===== src/hw/rtl/ptc_pkg.sv =====
// Shared types and codes for the PTAT/CTAT temperature calculator.
// No dependencies.
package ptc_pkg;

  localparam int unsigned CalW = 12;
  localparam int unsigned FracShift = 4;
  localparam int unsigned OutW = 16;

  typedef enum logic [2:0] {
    REG_LOW_TEMP   = 3'd0,
    REG_HIGH_TEMP  = 3'd1,
    REG_PTAT_LOW   = 3'd2,
    REG_PTAT_HIGH  = 3'd3,
    REG_CTAT_LOW   = 3'd4,
    REG_CTAT_HIGH  = 3'd5
  } ptc_reg_e;

  // Sideband carried along the divider row with each item.
  typedef struct packed {
    logic valid;
    logic neg;
    logic err;
  } ptc_side_t;

endpackage


===== src/hw/rtl/ptc_div_cell.sv =====
// One restoring division step: produces one quotient bit per cell.
// Depends on ptc_pkg.
module ptc_div_cell #(
  parameter int unsigned NW = 42,
  parameter int unsigned DW = 30
) (
  input  logic              clk_i,
  input  logic              rst_ni,
  input  ptc_pkg::ptc_side_t side_i,
  input  logic [DW-1:0]     rem_i,
  input  logic [NW-1:0]     dq_i,
  input  logic [DW-1:0]     den_i,
  output ptc_pkg::ptc_side_t side_o,
  output logic [DW-1:0]     rem_o,
  output logic [NW-1:0]     dq_o,
  output logic [DW-1:0]     den_o
);
  import ptc_pkg::*;

  logic [DW:0]   pr;
  logic          take;
  logic [DW:0]   diff;
  ptc_side_t     side_q;
  logic [DW-1:0] rem_q, den_q;
  logic [NW-1:0] dq_q;

  assign pr   = {rem_i, dq_i[NW-1]};
  assign diff = pr - {1'b0, den_i};
  assign take = (pr >= {1'b0, den_i});

  always_ff @(posedge clk_i or negedge rst_ni) begin
    if (!rst_ni) begin
      side_q <= '0;
    end else begin
      side_q <= side_i;
    end
  end

  always_ff @(posedge clk_i) begin
    rem_q <= take ? diff[DW-1:0] : pr[DW-1:0];
    dq_q  <= {dq_i[NW-2:0], take};
    den_q <= den_i;
  end

  assign side_o = side_q;
  assign rem_o  = rem_q;
  assign dq_o   = dq_q;
  assign den_o  = den_q;

  a_rem_below_den: assert property (@(posedge clk_i) disable iff (!rst_ni)
    (side_q.valid && !side_q.err) |-> (rem_q < den_q))
    else $error("remainder not below divisor");

endmodule


===== config.mk =====
export PLATFORM = sky130hd
export DESIGN_NAME = ptc_div_cell
export DESIGN_NICKNAME = d
export VERILOG_FILES = /design/src/hw/rtl/ptc_pkg.sv /design/src/hw/rtl/ptc_div_cell.sv
export SDC_FILE = /design/constraint.sdc
export NUM_CORES = 1
export LEC_CHECK = 0
export ABC_AREA = 1
export BUFFER_PORTS_ARGS = -buffer_cell sky130_fd_sc_hd__buf_4
export CAP_MARGIN = 20
export CORE_AREA = 3 3 107 109
export DETAILED_ROUTE_END_ITERATION = 8
export DIE_AREA = 0 0 110 112
export PLACE_DENSITY = 0.76
export SYNTH_ARGS = -nofsm -noshare
export SYNTH_HDL_FRONTEND = slang
export SYNTH_SLANG_ARGS = --single-unit
export TNS_END_PERCENT = 50

===== constraint.sdc =====
create_clock -name clk_i -period 0.8 [get_ports clk_i]
set_input_delay 0.16 -clock clk_i [delete_from_list [all_inputs] [get_ports clk_i]]
set_output_delay 0.16 -clock clk_i [all_outputs]
set_load 0.1 [all_outputs]

==> results of run 1 <==
==> through the flow <==
stage                     setup TNS (ps)  setup slack [ps]  hold slack (ps)
after floorplan                   -40710              -761             -136
after global placement            -34300             -1130            -52.7
after detailed placement          -35930             -1200            -46.6
==> kinds of logic after synthesis <==
family / count (synthesis) / synth area share
and+or+nand+nor: 398 / 0.333
buffers and inverters: 154 / 0.123
DFF: 105 / 0.421
adders and majority gates: 31 / 0.0786
AOI/OAI and AO/OA: 18 / 0.0221
xor gates and xnor gates: 13 / 0.0226
==> summary.txt, run 1 <==
Logic synthesis
  – Dominant cell by count in the synthesized netlist: nand2_1
  – Ranking of synthesized cells by area: dfxtp_1, nand2_1, inv_1
  – Top cell type's share of synthesized area: 0.406
  – Mean Syn Cell Area: 6.99 um^2
  – Syn Std Cell Area: 5030 um^2
  – Number of flops mapped to enable cells by yosys: 0
  – Syn. warnings: 0
  – Gate Count Post-Synth: 719
  – Syn nets: 857
  – Synthesized flop and latch total: 105
  – Seq/Total Area, Yosys: 0.421
  – Most common library cells after synthesis: nand2_1, inv_1, dfxtp_1
  – Ys flop type: dfxtp_1
  – Distinct cells, synth: 26
  – Yosys top cell by area: dfxtp_1
  – Share of synthesized registers carrying an async set or reset: 0.0286

Clocking
  – Post-CTS Hold Buffers: 78
  – CTS sink cnt: 105
  – CTS root buffer: clkbuf_8
  – CTS Buffer Depth: 2
  – Post-CTS Setup Inserts: 17
  – CTS buffer count: 9
  – Post-CTS resize count: 462
  – H-Tree Depth: 3

Place
  – Post-placement cell count: 1174
  – Buffers on Ports: 211
  – Placed instance area: 8290 um^2
  – Placer congestion estimate: 0.939
  – HPWL after DPL: 16300 um

Status
  – Error: [ERROR DPL-0038] Utilization greater than 100%, impossible to legalize
  – Stopping stage: clock tree synthesis (4_1_cts)
  – Outcome: did not finish

Floorplan
  – Row count: 38
  – Starting density of the core: 0.470
  – Die height: 112 um
  – I/O pins: 212
  – Die width: 110 um
==> run 2: changes to the inputs <==
--- a/config.mk
+++ b/config.mk
@@ -8,10 +8,10 @@
 export ABC_AREA = 1
 export BUFFER_PORTS_ARGS = -buffer_cell sky130_fd_sc_hd__buf_4
 export CAP_MARGIN = 20
-export CORE_AREA = 3 3 107 109
+export CORE_AREA = 3 3 117 119
 export DETAILED_ROUTE_END_ITERATION = 8
-export DIE_AREA = 0 0 110 112
-export PLACE_DENSITY = 0.76
+export DIE_AREA = 0 0 120 122
+export PLACE_DENSITY_LB_ADDON = 0.15
 export SYNTH_ARGS = -nofsm -noshare
 export SYNTH_HDL_FRONTEND = slang
 export SYNTH_SLANG_ARGS = --single-unit
==> run 2 against run 1 <==
Effect of this change: the flow now finishes, with violations (DRC, setup timing); synthesized area is the same; synthesized cell count unchanged.
==> summary.txt, run 2 <==
STA
  – Endpoints failing hold: 0
  – Final setup viols: 136
  – Slew headroom: 0.461
  – Fin Hold WS: 42.1 ps
  – Max Clk Rate: 433 MHz
  – Tcrit/Tclk final: 2.88
  – RSZ-0062 raised after global routing: true
  – Fin crit period: 2310 ps
  – Final Max Tran Viols: 0
  – Final WS setup: -1510 ps
  – Worst Tran Pin Value: 806 ps

Power and ir drop
  – Leakage Power: 5.93 nW
  – Internal power: 12.8 mW
  – Sw power: 11.2 mW
  – Power density cells: 1990 nW/um^2
  – Register share of total power: 0.266
  – Switching part of the total: 0.465
  – Clock power frac: 0.211
  – Peak supply drop: 2.46 mV
  – Share of power burned in combinational logic: 0.523

Floorplan
  – Core ar.: 12700 um^2
  – Starting density of the core: 0.397
  – Die width: 120 um
  – I/O pins: 212
  – Row count: 41
  – Die height: 122 um
  – Die area: 14600 um^2

Routing
  – TritonRoute pass-1 iters: 9
  – Post-route ant nets: 0
  – DR vias: 8449
  – Via density: 6.36
  – Initial DRC count: 2021
  – Total Wirelength: 41900 um
  – Avg WL per Cell: 31.6 um
  – DRC viols: 184

Clocking
  – CTS buffer count: 9
  – CTS Buffer Depth: 2
  – CTS root buffer: clkbuf_16
  – CTS tree: yes
  – CTS sink cnt: 105
  – H-Tree Depth: 3
  – CTS clk-pin slew, worst paths: 90 ps

Logic synthesis
  – Synth Area in Compound Gates: 0.0221
  – Most common library cells after synthesis: nand2_1, inv_1, dfxtp_1
  – Share of synthesized registers carrying an async set or reset: 0.0286
  – Ys flop type: dfxtp_1
  – Syn. warnings: 0
  – Post-synthesis mux area share: 0
  – Mean Syn Cell Area: 6.99 um^2
  – Gate Count Post-Synth: 719
  – Top cell type's share of synthesized area: 0.406
  – Post-synthesis simple-gate area fraction: 0.333
  – Seq/Total Area, Yosys: 0.421
  – Number of flops mapped to enable cells by yosys: 0
  – Yosys top cell by area: dfxtp_1
  – Synthesized flop and latch total: 105
  – Largest family of logic cells by synthesized area: simple AND/OR/NAND/NOR gates
  – Synth Area in XOR/XNOR: 0.0226
  – Distinct cells, synth: 26
  – Post-synthesis adder-cell area fraction: 0.0786
  – Ranking of synthesized cells by area: dfxtp_1, nand2_1, inv_1
  – Dominant cell by count in the synthesized netlist: nand2_1
  – Syn nets: 857
  – Syn Std Cell Area: 5030 um^2

Worst setup path
  – CP Max Fanout: 4
  – CP required: 1110 ps
  – Crit path launch type: input pin
  – CP endpoint kind: flop
  – CP Data Arrival Time: 2610 ps
  – Setup CP Type: in -> reg

Status
  – Outcome: finished with violations
  – Failing checks: DRC, setup timing

Cells and area
  – Commonest cells after routing, fill and taps aside: buf_4, nand2_1, buf_12
  – Max FFs per register: 42
  – Diodes inserted: 0
  – Layout cells sized above 1: 0.632
  – Layout Cells excl Fill: 1329
  – Area Overhead vs Synth: 140%
  – Net total in the final layout: 1290
  – Commonest non-fill, non-tap cell in the layout: buf_4

Place
  – HPWL after DPL: 12800 um
  – Placer congestion estimate: 0.933
  – Buffers on Ports: 211
  – Post-placement cell count: 1200

Job
  – Max-Cap Viols: 0

Global routing
  – First-pass GRT wire length: 47500 um
  – Grt ovf: 0
  – Antenna violations before repair: 1
  – GR Util All Layers: 0.435
  – Vias in the first global route: 7979
  – Largest net degree at the start of global routing: 22

Min path
  – Hold depth: 3
  – Worst Hold Launch: rem_i[16]
  – Worst Hold End: rem_o[17]
  – HP Class: in -> reg
run 2: cell counts after synthesis:
Identical to the previous run, type by type.
run 2: cell type report:
type | instances | area, um^2
tap | 172 | 215
fill | 281 | 593
sequential | 105 | 2250
timing repair buffer | 429 | 5030
multi-input combinational | 460 | 3670
clock buffer | 9 | 225
inverter | 147 | 608
clock inverter | 7 | 85.1
run 2: power by group through the flow:
| stage | combinational (mW) | clock, mW | sequential, mW |
|---|---|---|---|
| detailed placement | 8.18 | 0 | 6.01 |
| global placement | 8.11 | 0 | 6.00 |
| global route | 12.7 | 5.11 | 6.39 |
| CTS | 10.4 | 4.60 | 6.26 |
| finish | 12.6 | 5.08 | 6.39 |
| floorplan | 2.05 | 0 | 9.69 |
run 2: worst max path at each step:
stage / from / end / slack (ps) / cells after the start
after floorplan: den_i[25] / rem_o[1] / -760 / 11
after global placement: den_i[19] / rem_o[20] / -1100 / 13
after detailed placement: den_i[26] / rem_o[20] / -1110 / 12
after CTS: den_i[22] / rem_o[19] / -640 / 14
after global routing: den_i[6] / rem_o[12] / -1340 / 12
final: den_i[6] / rem_o[12] / -1510 / 12
run 2: critical path, stage by stage:
cell	delay, ps
buf_4	130
inv_4	60
ha_4	280
nand2_2	160
inv_1	110
nand2_1	320
nand2_1	170
nand2_1	110
nand3_2	160
xor2_1	680
nand2_2	140
nand2_1	120
run 2: timing repair:
action,in CTS,in global routing
buffers inserted,20,15
endpoints found under the setup margin,136,136
gates resized for setup,480,166
pin swaps,46,49
hold endpoints to repair,77,0
gates cloned,5,1
hold buffers,75,0
run 2: cell families (layout without fill, tap and decap cells):
| group | count (synthesis) | count (layout) |
|---|---|---|
| buffers and inverters | 154 | 592 |
| AND/OR/NAND/NOR | 398 | 398 |
| XOR/XNOR | 13 | 13 |
| AO/OA/AOI/OAI | 18 | 18 |
| adder cells (fa/ha/maj) | 31 | 31 |
| flip-flops | 105 | 105 |
run 2: per-stage QoR:
step / area (um^2) / setup TNS (ps) / setup slack, ps / total power [mW] / util
final: 12100 / -62190 / -1510 / 24.0 / 0.953
after global routing: 12100 / -62480 / -1340 / 24.2 / 0.953
after CTS: 11400 / -44560 / -640 / 21.3 / 0.899
after detailed placement: 8270 / -32350 / -1110 / 14.2 / 0.653
after global placement: 8270 / -32180 / -1100 / 14.1 / 0.653
after floorplan: 5690 / -40710 / -761 / 11.7 / -
run 2: layer usage:
| layer | up-vias | part of all wire | wire, um | track usage |
|---|---|---|---|---|
| met3 | 528 | 0.14 | 6080 | 0.187 |
| met5 | - | 0.0031 | 132 | 0 |
| met1 | 3790 | 0.30 | 12800 | 0.413 |
| met2 | 1070 | 0.42 | 17600 | 0.722 |
| li1 | 3055 | - | - | - |
| met4 | 6 | 0.13 | 5340 | 0.380 |
Note: power is estimated with default switching activity, not from simulation.
==> run 3: changes to the inputs <==
--- a/config.mk
+++ b/config.mk
@@ -8,10 +8,11 @@
 export ABC_AREA = 1
 export BUFFER_PORTS_ARGS = -buffer_cell sky130_fd_sc_hd__buf_4
 export CAP_MARGIN = 20
-export CORE_AREA = 3 3 117 119
+export CORE_AREA = 2 2 116 118
 export DETAILED_ROUTE_END_ITERATION = 8
-export DIE_AREA = 0 0 120 122
+export DIE_AREA = 0 0 118 120
 export PLACE_DENSITY_LB_ADDON = 0.15
+export SETUP_SLACK_MARGIN = 0.5
 export SYNTH_ARGS = -nofsm -noshare
 export SYNTH_HDL_FRONTEND = slang
 export SYNTH_SLANG_ARGS = --single-unit
==> run 3 against run 2 <==
Effect of this change: the flow finishes with violations (hold timing, setup timing); highest routed layer is now met4; combinational power is 14% lower; total power down 9.5%; final cell count decreased by 5.0%; largest power group unchanged.
==> summary.txt, run 3 (synthesis gave the netlist of run 2 again) <==
Status
  – Outcome: finished with violations
  – Failing checks: hold timing, setup timing

Worst setup path
  – Setup CP Type: in -> reg
  – Worst Path Buf+Inv: 4
  – CP endpoint kind: flop
  – Slowest Stage Delay on Critical Path: 290 ps
  – Critical path, cell by cell: buf_4 > ha_4 > nand2_1 > nor2_2 > inv_1 > nor3_2 > nand2_1 > nand3_4 > buf_6 > buf_12 > nand2_1 > nand2_1
  – CP Max Fanout: 6
  – Crit path launch type: input pin
  – Crit-path most repeated cell: nand2_1
  – CP required: 1100 ps
  – Slowest cell on crit path: ha_4
  – CP Data Arrival Time: 1940 ps
  – CP delay by family, top: simple AND/OR/NAND/NOR gates

Place
  – Buffers on Ports: 211
  – Post-placement cell count: 1217
  – HPWL after DPL: 12500 um
  – Placer congestion estimate: 0.935

Power and ir drop
  – Overall power: 21.7 mW
  – Share of power burned in combinational logic: 0.496
  – Sw power: 9.42 mW
  – Peak supply drop: 1.21 mV
  – Clock power frac: 0.217
  – Leakage Power: 5.58 nW
  – Register share of total power: 0.287
  – Power density cells: 1960 nW/um^2
  – Switching part of the total: 0.433
  – Internal power: 12.3 mW

Cells and area
  – Diodes inserted: 0
  – Fillcell total: 607
  – Layout Cells excl Fill: 1262
  – Commonest cells after routing, fill and taps aside: buf_4, nand2_1, inv_1
  – Area Overhead vs Synth: 121%
  – Layout cells sized above 1: 0.627
  – Net total in the final layout: 1219
  – Max FFs per register: 42
  – Commonest non-fill, non-tap cell in the layout: buf_4

Global routing
  – First-pass GRT wire length: 29300 um
  – Vias in the first global route: 5906
  – Grt ovf: 0
  – Antenna violations before repair: 0
  – GR Util All Layers: 0.261
  – Largest net degree at the start of global routing: 29

Floorplan
  – Core ar.: 13000 um^2
  – Starting density of the core: 0.387
  – Die height: 120 um
  – I/O pins: 212
  – Die width: 118 um
  – Die area: 14200 um^2
  – Row count: 42

STA
  – Endpoints failing hold: 74
  – Worst Tran Pin Value: 273 ps
  – Fin Hold WS: -117 ps
  – Max Clk Rate: 609 MHz
  – RSZ-0062 raised after global routing: true
  – Slew headroom: 0.818
  – Tcrit/Tclk final: 2.05
  – Final Max Tran Viols: 0
  – Fin crit period: 1640 ps
  – Final WS setup: -841 ps
  – Final setup viols: 136

Clocking
  – H-Tree Depth: 3
  – CTS sink cnt: 105
  – CTS root buffer: clkbuf_16
  – Post-CTS Hold Buffers: 1
  – CTS Buffer Depth: 2
  – CTS clk-pin slew, worst paths: 90 ps
  – CTS buffer count: 9
  – CTS tree: yes

Routing
  – Avg WL per Cell: 19.3 um
  – Total Wirelength: 24400 um
  – Via density: 5.08
  – DRC viols: 0
  – Post-route ant nets: 0
  – Initial DRC count: 598
  – TritonRoute pass-1 iters: 7
  – DR vias: 6413

Min path
  – HP Class: in -> reg

Job
  – Max-Cap Viols: 0
## run 3: cell count changes in the layout (fill, tap and decap cells not counted), moves of 11 or more
cell / previous run / this run
dfxtp_2: 100 / 65
dfxtp_4: 2 / 37
dlygate4sd3_1: 75 / 1
nand2_1: 165 / 191
nand2_2: 63 / 50
nand2_4: 28 / 17
## run 3: routing by layer
layer | share of wire | wire [um] | track usage | vias to the layer above
met5 | 0 | 0 | 0 | -
met1 | 0.34 | 8350 | 0.281 | 2966
met3 | 0.079 | 1930 | 0.0627 | 148
met2 | 0.52 | 12600 | 0.503 | 393
met4 | 0.062 | 1500 | 0.0768 | 0
li1 | - | - | - | 2906
## run 3: path summary, 6_finish.rpt
path,depth (start not counted),end,startpoint
max in group asynchronous,2,side_o[2],rst_ni
worst max-delay path,12,rem_o[5],rem_i[3]
worst min-delay path,1,dq_o[25],dq_i[24]
min in group asynchronous,2,side_o[1],rst_ni
## run 3: layout make-up
type	count	area [um^2]	share of cell area
Timing Repair Buffer	358	4320	0.389
Sequential cell	105	2340	0.211
Clock inverter	7	91.3	0.00823
Clock buffer	9	225	0.0203
Tap cell	176	220	0.0199
Multi-Input combinational cell	460	3310	0.299
Inverter	147	589	0.0531
## run 3: power by group through the flow
stage	sequential, mW	combinational (mW)	clock [mW]
after floorplan	9.62	2.05	0
after global placement	5.93	8.16	0
after detailed placement	5.94	8.21	0
after CTS	6.08	9.42	4.67
after global routing	6.27	11.1	5.03
final	6.24	10.8	4.72
## run 3: per-stage QoR
step                      TNS, ps  setup WS [ps]   util  hold WS (ps)  cell area (um^2)
after CTS                  -46810           -622  0.784          -119             10200
after floorplan            -40700           -761      -          -136              5790
after detailed placement   -33350          -1100  0.652         -48.7              8470
final                      -50580           -841  0.855          -117             11100
after global placement     -34380          -1160  0.652         -50.8              8470
after global routing       -53930           -858  0.855          -134             11100
## run 3: repair_timing
action,in CTS,in global routing
endpoints found under the hold margin,77,74
resized for setup,346,198
endpoints found under the setup margin,136,136
gates cloned,2,5
buffers inserted,7,14
pin swaps,9,47
==> run 4: changes to the inputs <==
==> constraint.sdc (replaced) <==
create_clock -name clk_i -period 1.6 [get_ports clk_i]
set_input_delay 0.32 -clock clk_i [delete_from_list [all_inputs] [get_ports clk_i]]
set_output_delay 0.32 -clock clk_i [all_outputs]
set_load 0.1 [all_outputs]
==> run 4 against run 3 <==
Effect of this change: the run ends with setup timing left; total power decreased by 51%; first-iteration DRC count decreased by 53%; critical path type unchanged; cell area shrank 4.0%; critical endpoint is now rem_o[6]; non-clock buffer count is 10 lower; setup slack gained 670 ps; critical path depth up 4; count of clock-buffer cells in the layout is the same; utilization is 3.5 points lower; die area unchanged; sequential cell count stayed put; sequential power decreased by 50%.
==> summary.txt, run 4 (synthesis gave the netlist of run 2 again) <==
Worst setup path
  – CP required: 1850 ps
  – Crit path launch type: input pin
  – Slowest cell on crit path: ha_4
  – CP endpoint kind: flop
  – Worst Path Buf+Inv: 4
  – Critical path, cell by cell: buf_4 > ha_4 > nand2_1 > nand2_1 > inv_1 > nand2_1 > nand2_1 > nand2_2 > nand2_2 > nand2_2 > nand2_4 > nand3_4 > buf_4 > buf_6 > nand2_1 > nand2_1
  – Setup CP Type: in -> reg
  – Crit-path most repeated cell: nand2_1
  – CP Data Arrival Time: 2030 ps
  – CP Max Fanout: 5
  – Slowest Stage Delay on Critical Path: 260 ps
  – CP delay by family, top: simple AND/OR/NAND/NOR gates

Place
  – Post-placement cell count: 1217
  – HPWL after DPL: 12500 um
  – Placer congestion estimate: 0.929
  – Buffers on Ports: 211
  – Setup slack at placement: -463 ps

STA
  – Worst Tran Pin Value: 306 ps
  – Fin crit period: 1770 ps
  – RSZ-0062 raised after global routing: true
  – Max Clk Rate: 564 MHz
  – Final Max Tran Viols: 0
  – Final setup viols: 31
  – Slew headroom: 0.796
  – Tcrit/Tclk final: 1.11
  – Final WS setup: -172 ps
  – Endpoints failing hold: 0
  – Setup TNS: -4220 ps

Cells and area
  – Max FFs per register: 42
  – Area Overhead vs Synth: 112%
  – Diodes inserted: 0
  – Commonest cells after routing, fill and taps aside: nand2_1, buf_4, inv_1
  – Layout cells sized above 1: 0.580
  – Layout Cells excl Fill: 1252
  – Net total in the final layout: 1209
  – Final design utilization: 0.820

Floorplan
  – Starting density of the core: 0.387
  – Core ar.: 13000 um^2
  – I/O pins: 212
  – Row count: 42
  – Die height: 120 um
  – Die area: 14200 um^2
  – Die width: 118 um

Routing
  – Avg WL per Cell: 16.8 um
  – Post-route ant nets: 0
  – Initial DRC count: 279
  – Via density: 4.75
  – TritonRoute pass-1 iters: 4
  – DR vias: 5949
  – DRC viols: 0
  – Total Wirelength: 21100 um

Global routing
  – GR Util All Layers: 0.245
  – First-pass GRT wire length: 27500 um
  – Antenna violations before repair: 0
  – Largest net degree at the start of global routing: 29
  – Vias in the first global route: 5693
  – Grt ovf: 0

Clocking
  – CTS clk-pin slew, worst paths: 90 ps
  – CTS tree: yes
  – CTS buffer count: 9
  – CTS root buffer: clkbuf_16
  – CTS sink cnt: 105
  – H-Tree Depth: 3
  – CTS Buffer Depth: 2

Power and ir drop
  – Register share of total power: 0.296
  – Switching part of the total: 0.425
  – Clock power frac: 0.219
  – Sw power: 4.51 mW
  – Peak supply drop: 0.759 mV
  – Overall power: 10.6 mW
  – Power density cells: 997 nW/um^2
  – Share of power burned in combinational logic: 0.485
  – Internal power: 6.09 mW
  – Leakage Power: 5.48 nW

Job
  – Max-Cap Viols: 0

Status
  – Outcome: finished with violations
  – Failing checks: setup timing

Min path
  – HP Class: in -> reg
-- run 4: cell types whose count changed in the layout (fill, tap and decap cells not counted), sizes merged --
| cell | change |
|---|---|
| clkinv | -1 |
| inv | +1 |
| buf | -8 |
| clkbuf | -2 |
-- run 4: layout make-up --
class,count,area [um^2]
timing repair buffer,348,4140
sequential,105,2230
fill,725,2340
multi-input combinational,460,3150
clock buffer,9,225
clock inverter,7,86.3
inverter,147,589
tap,176,220
-- run 4: power groups by stage --
stage          Clock [mW]  Sequential, mW  Combinational (mW)
2_1_floorplan           0            4.84                1.02
3_3_place_gp            0            3.00                4.09
3_5_place_dp            0            3.01                4.12
4_1_cts              2.31            3.05                4.62
5_1_grt              2.48            3.16                5.35
6_report             2.33            3.14                5.14
-- run 4: final timing paths --
kind / startpoint / to / slack, ps / cells after the start
worst max-delay path: rem_i[1] / rem_o[6] / -170 / 16
max in group asynchronous: rst_ni / side_o[0] / 1220 / 2
min in group asynchronous: rst_ni / side_o[1] / 290 / 2
worst min-delay path: dq_i[29] / dq_o[30] / 50 / 1
-- run 4: per-layer routing --
layer / up-vias / track usage / wire [um]
li1: 2886 / - / -
met1: 2735 / 0.272 / 7770
met2: 261 / 0.464 / 11100
met3: 67 / 0.0580 / 1330
met4: 0 / 0.0663 / 863
met5: - / 0 / 0
-- run 4: through the flow --
stage | area (um^2) | hold WS [ps]
finish | 10600 | 52.1
CTS | 9630 | 54.2
floorplan | 5690 | 24.4
global route | 10600 | 40.7
global placement | 8380 | 110
detailed placement | 8380 | 111
-- run 4: what timing repair did --
| action | CTS | global route |
|---|---|---|
| setup buffers | 8 | 6 |
| endpoints found under the setup margin | 136 | 136 |
| endpoints found under the hold margin | 3 | 0 |
| hold buffers | 1 | 0 |
| pin swaps | 7 | 22 |
| gates cloned | 1 | 3 |
| gates resized for setup | 226 | 251 |
